--- src/hdl/ats_pkg.sv ---
// ----------------------------------------------------------------------------
// ats_pkg
// Shared types, codes and fixed widths of the transition offset smoother.
// ----------------------------------------------------------------------------
package ats_pkg;

    localparam int AXIS_SLOTS_DEF      = 32;
    localparam int VALUE_FRAC_BITS_DEF = 14;

    // stream payload layout
    localparam int S_TDATA_W = 128;
    localparam int S_TUSER_W = 3;
    localparam int M_TDATA_W = 24;

    localparam int AX_W   = 5;
    localparam int IN_W   = 16;
    localparam int SRC_W  = 7;
    localparam int TIME_W = 64;

    localparam int AX_LSB   = 0;
    localparam int ACT_LSB  = AX_LSB + AX_W;
    localparam int MAP_LSB  = ACT_LSB + IN_W;
    localparam int CUR_LSB  = MAP_LSB + IN_W;
    localparam int SRC_LSB  = CUR_LSB + IN_W;
    localparam int TIME_LSB = SRC_LSB + SRC_W;
    localparam int PAY_W    = TIME_LSB + TIME_W;

    // timing arithmetic
    localparam int DUR_W = 26;
    localparam int Q_W   = 16;
    localparam logic [DUR_W-1:0] MS_TO_US = DUR_W'(1000);
    localparam logic [Q_W+1:0]   SMOOTH_K = (Q_W+2)'(3 * 65536);
    localparam logic [Q_W:0]     UNITY_Q  = (Q_W+1)'(65536);

    // shared multiplier
    localparam int MA_W   = 33;
    localparam int MB_W   = 19;
    localparam int PROD_W = MA_W + MB_W;
    localparam int SUM_W  = PROD_W - Q_W + 1;

    localparam int CFG_IDX_W  = 2;
    localparam int CFG_DATA_W = 16;

    typedef enum logic [2:0] {
        OP_APPLY      = 3'd0,
        OP_BEGIN      = 3'd1,
        OP_CLEAR_AXIS = 3'd2,
        OP_CLEAR_ALL  = 3'd3,
        OP_QUERY      = 3'd4
    } t_op;

    typedef enum logic [CFG_IDX_W-1:0] {
        CFG_SMOOTH_EN = 2'd0,
        CFG_DUR_MS    = 2'd1,
        CFG_JUMP_THR  = 2'd2,
        CFG_INTENT    = 2'd3
    } t_cfg_idx;

    localparam logic [15:0] JUMP_THR_RST = 16'd164;
    localparam logic [15:0] INTENT_RST   = 16'd1638;

endpackage

--- src/hdl/ats_div.sv ---
// ----------------------------------------------------------------------------
// ats_div
// Restoring divider, one quotient bit per cycle: floor(a * 2^16 / d), a < d.
// ----------------------------------------------------------------------------
module ats_div
    import ats_pkg::*;
(
    input  logic             i_clk,
    input  logic             i_rst_n,
    input  logic             i_start,
    input  logic [DUR_W-1:0] i_dividend,
    input  logic [DUR_W-1:0] i_divisor,
    output logic             o_done,
    output logic [Q_W-1:0]   o_quot
);

    localparam int CNT_W = $clog2(Q_W);

    logic             r_busy;
    logic             r_done;
    logic [CNT_W-1:0] r_cnt;
    logic [DUR_W-1:0] r_rem;
    logic [DUR_W-1:0] r_div;
    logic [Q_W-1:0]   r_quot;

    logic [DUR_W:0]   w_shift;
    logic [DUR_W:0]   w_diff;
    logic             w_ge;

    assign w_shift = {r_rem, 1'b0};
    assign w_ge    = w_shift >= {1'b0, r_div};
    assign w_diff  = w_shift - {1'b0, r_div};

    always_ff @(posedge i_clk) begin
        if (!i_rst_n) begin
            r_busy <= 1'b0;
            r_done <= 1'b0;
            r_cnt  <= '0;
        end else begin
            r_done <= 1'b0;
            if (i_start) begin
                r_busy <= 1'b1;
                r_cnt  <= '0;
                r_rem  <= i_dividend;
                r_div  <= i_divisor;
                r_quot <= '0;
            end else if (r_busy) begin
                r_rem  <= w_ge ? w_diff[DUR_W-1:0] : w_shift[DUR_W-1:0];
                r_quot <= {r_quot[Q_W-2:0], w_ge};
                r_cnt  <= r_cnt + 1'b1;
                if (r_cnt == CNT_W'(Q_W - 1)) begin
                    r_busy <= 1'b0;
                    r_done <= 1'b1;
                end
            end
        end
    end

    assign o_done = r_done;
    assign o_quot = r_quot;

endmodule

--- config.mk ---
export PLATFORM = sky130hd
export DESIGN_NAME = ats_div
export DESIGN_NICKNAME = d
export VERILOG_FILES = /design/src/hdl/ats_pkg.sv /design/src/hdl/ats_div.sv
export SDC_FILE = /design/constraint.sdc
export NUM_CORES = 1
export LEC_CHECK = 0
export ABC_CLOCK_PERIOD_IN_PS = 6060
export BUFFER_PORTS_ARGS = -buffer_cell sky130_fd_sc_hd__buf_4
export CELL_PAD_IN_SITES_DETAIL_PLACEMENT = 1
export CELL_PAD_IN_SITES_GLOBAL_PLACEMENT = 2
export CORE_MARGIN = 2
export CORE_UTILIZATION = 40
export CTS_CLUSTER_SIZE = 40
export DETAILED_ROUTE_END_ITERATION = 10
export PLACE_DENSITY_LB_ADDON = 0.1
export RECOVER_POWER = 100
export SLEW_MARGIN = 15
export SYNTH_ARGS = -nofsm -noshare
export SYNTH_HDL_FRONTEND = slang
export SYNTH_SLANG_ARGS = --single-unit
--- constraint.sdc ---
create_clock -name i_clk -period 6.06 [get_ports i_clk]
set_input_delay 1.212 -clock i_clk [delete_from_list [all_inputs] [get_ports i_clk]]
set_output_delay 1.212 -clock i_clk [all_outputs]
set_load 0.02 [all_outputs]
==> key figures <==
Yosys
  – Synth Flop Type: edfxtp_1
  – Area share of the largest cell type after synthesis: 0.4522
  – Mapped Nets: just over 500
  – EDFF count, synth: slightly below 70
  – Sequential area share after synthesis: 0.4788
  – Cells after synthesis: between 400 and 500
  – FFs w/ async S/R, synth: 0
  – Synth top area cells: edfxtp_1, ha_1, mux2i_1
  – Synth cell types: between 50 and 60
  – Post-synthesis cell area: between 0.004 and 0.005 mm²
  – Synth Register Bits: 74
  – Biggest area consumer among synthesized cells: edfxtp_1
  – Post-synthesis average cell area: about 11 µm²
  – Synth warn: 0

Place
  – Port Buffers: 71
  – Post-DP HPWL: roughly 7600 µm
  – Routability cong.: roughly 0.78
  – Placed Cells: roughly 620

STA
  – Final Slew Violations: 109
  – Setup TNS: 0 ns
  – Slew HR: -0.3692
  – Final Setup Violations: 0
  – Clock skew: between 0.01 and 0.015 ns
  – Fmax: 0.2416 GHz
  – Worst-margin pin slew: slightly above 2 ns
  – Final hold violations: 0
  – Fin crit share: 0.6830
  – Minimum clock period: between 4 and 5 ns
  – RSZ-0062 raised after global routing: no

Cells and area
  – Layout cells sized above 1: 0.1573
  – Fillcell total: approximately 1200
  – Fin cells: 636
  – Commonest non-fill, non-tap cell in the layout: edfxtp_1
  – Area Growth Syn to Fin: 18.26%
  – N_diodes: 0
  – Nets: approximately 570
  – Most frequent cells in the layout: edfxtp_1, inv_1, nor2_1, a21oi_1

Clocking
  – # H-tree levels: 3
  – Later-pin clock latency in the skew report: between 0.3 and 0.4 ns
  – CTS sink cnt: between 70 and 80
  – # resized after CTS: 0
  – CTS Buf Count: 9
  – Post-CTS Hold Fix Bufs: 0
  – CTS Buffer Depth: 2
  – CTS root buf: clkbuf_16
  – CTS tree: yes
  – Reg clk slew, reported paths: around 0.060 ns
  – Post-CTS setup buffers: 0

Global route
  – Total gr overflow: 0
  – Vias in the first global route: between 3000 and 4000
  – Total GRT Usage: 0.1907
  – Antenna violations before repair: 0
  – Global-route wire length before repair: 17410 µm
  – Largest net degree at the start of global routing: 44

Floorplanning
  – Core area: 0.01094 mm²
  – Chip width: 110.3 µm
  – Starting Density: 0.4129
  – Cell Rows: 38
  – Boundary Pins: a little over 70
  – Die height: 110.3 µm
  – Die ar.: ~0.012 mm²

Worst setup path
  – Worst Reg-to-Reg Cells: 10
  – WS Path Type: flop to flop
  – Critical Path RT: ~6.3 ns
  – CP startpoint: r_rem[0]
  – Reg-to-Reg Start: r_rem[0]
  – Register-to-register setup slack: 1.92 ns
  – Worst reg2reg endpoint: r_rem[23]
  – Crit-path max FO: 26
  – Startpoint types: flop
  – Worst EP arrival: approximately 4.4 ns
  – Setup crit end kind: flop

Pwr
  – Worst VDD drop: about 210 µV
  – Power density cells: roughly 300 mW/mm²
  – Leak: around 0.0023 µW

Drt
  – First drt pass iteration count: 4
  – Drt wl/cell: roughly 17 µm
  – Initial DRC Count: 179
  – # DRC: 0
  – Antenna viol nets, final: 0
  – Vias/cell: approximately 5.4
  – Detailed Route WL: roughly 11000 µm
  – Total number of vias: about 3400

Min path
  – Worst hold stages: 2
  – HP Start: r_cnt[3]
  – Worst Hold Class: flop to flop
  – Hold worst-path end: o_done

Run status
  – Status: finished with violations
  – Failing checks: capacitance limit, slew limit

Job
  – Max Cap Viol: 3
[kinds of logic after synthesis]
kind of cell,Yosys count,synth area share
adders and majority gates,28,0.07925
muxes,19,0.04212
AOI/OAI and AO/OA,104,0.1629
buffers and inverters,55,0.05541
DFF,74,0.4788
xor gates and xnor gates,20,0.03879
and+or+nand+nor,125,0.1427
[state kept, by name (all words and copies together) (netlist names)]
register / cells
o_done: 1
o_quot: 16
r_busy: 1
r_cnt: 4
r_div: 26
r_rem: 26
[critical path, cell delays in order (launching register included)]
cell	delay, ns
edfxtp_1	0.44
ha_1	0.33
nor2b_1	0.19
o31ai_1	0.15
a311o_2	0.42
a21boi_0	0.37
o211a_4	0.24
a2bb2oi_1	0.95
buf_12	0.28
and2_0	0.40
a221o_1	0.23
[cells in the mapped netlist, types with 2 or more instances]
| cell type | instances |
|---|---|
| a21o_1 | 16 |
| nand3b_1 | 2 |
| nand3_1 | 12 |
| nor3b_1 | 5 |
| clkbuf_1 | 11 |
| nand4_1 | 4 |
| a21oi_1 | 33 |
| buf_4 | 2 |
| or2_2 | 3 |
| o211ai_1 | 2 |
| nor2_1 | 35 |
| dfxtp_1 | 6 |
| ha_1 | 27 |
| buf_2 | 2 |
| o31ai_1 | 3 |
| o21bai_1 | 2 |
| buf_6 | 3 |
| xnor2_1 | 12 |
| edfxtp_1 | 68 |
| a21boi_0 | 3 |
| a31oi_1 | 9 |
| nor4_1 | 4 |
| and3_1 | 5 |
| nand2_1 | 22 |
| o31a_1 | 3 |
| xor2_1 | 8 |
| mux2i_1 | 19 |
| nor2b_1 | 17 |
| o21ai_0 | 8 |
| or3_1 | 2 |
| nor3_1 | 7 |
| and2_1 | 2 |
| a221o_1 | 5 |
| o21a_1 | 4 |
| inv_1 | 36 |
[worst max path at each step]
stage / slack [ns] / to / cells past startpoint
after floorplan: 3.18 / o_quot[0] / 2
after global placement: 2.61 / r_rem[22] / 9
after detailed placement: 2.52 / r_rem[22] / 9
after CTS: 2.50 / r_rem[23] / 9
after global routing: 1.65 / r_rem[23] / 10
final: 1.92 / r_rem[23] / 10
[layout make-up]
cell class	count	area (µm²)	area share
inverters	36	135.1	0.02530
flip-flops and latches	74	2162	0.4049
multi-input cells	296	2073	0.3882
repair buffers	74	493.0	0.09231
well taps	140	175.2	0.03280
clock buffers	9	225.2	0.04217
clock inverters	7	76.32	0.01429
[per-stage QoR]
step / total power (µW) / util / hold slack, ns / instance area [µm²] / setup WS (ns)
finish: 1598 / 0.4883 / 0.5047 / 5340 / 1.921
global route: 1687 / 0.4883 / 0.5188 / 5340 / 1.646
CTS: 1623 / 0.4962 / 0.5079 / 5426 / 2.503
detailed placement: 1057 / 0.4687 / 0.4917 / 5125 / 2.524
global placement: 1045 / 0.4687 / 0.4723 / 5125 / 2.613
floorplan: 952.1 / - / 0.4500 / 4516 / 3.181
[power by group]
group	switching, µW	internal, µW
registers	18.5	610
logic	228	182
clock network	236	323
[routing by layer]
metal / vias up / global-route usage / wire [µm] / share of wire
met5: - / 0 / 0 / 0
met4: 0 / 0.07679 / 214 / 0.020
li1: 1682 / - / - / -
met1: 1651 / 0.2405 / 4930 / 0.46
met3: 12 / 0.04879 / 515 / 0.048
met2: 61 / 0.3124 / 5004 / 0.47
No activity file was read; power rests on OpenSTA's default activity.
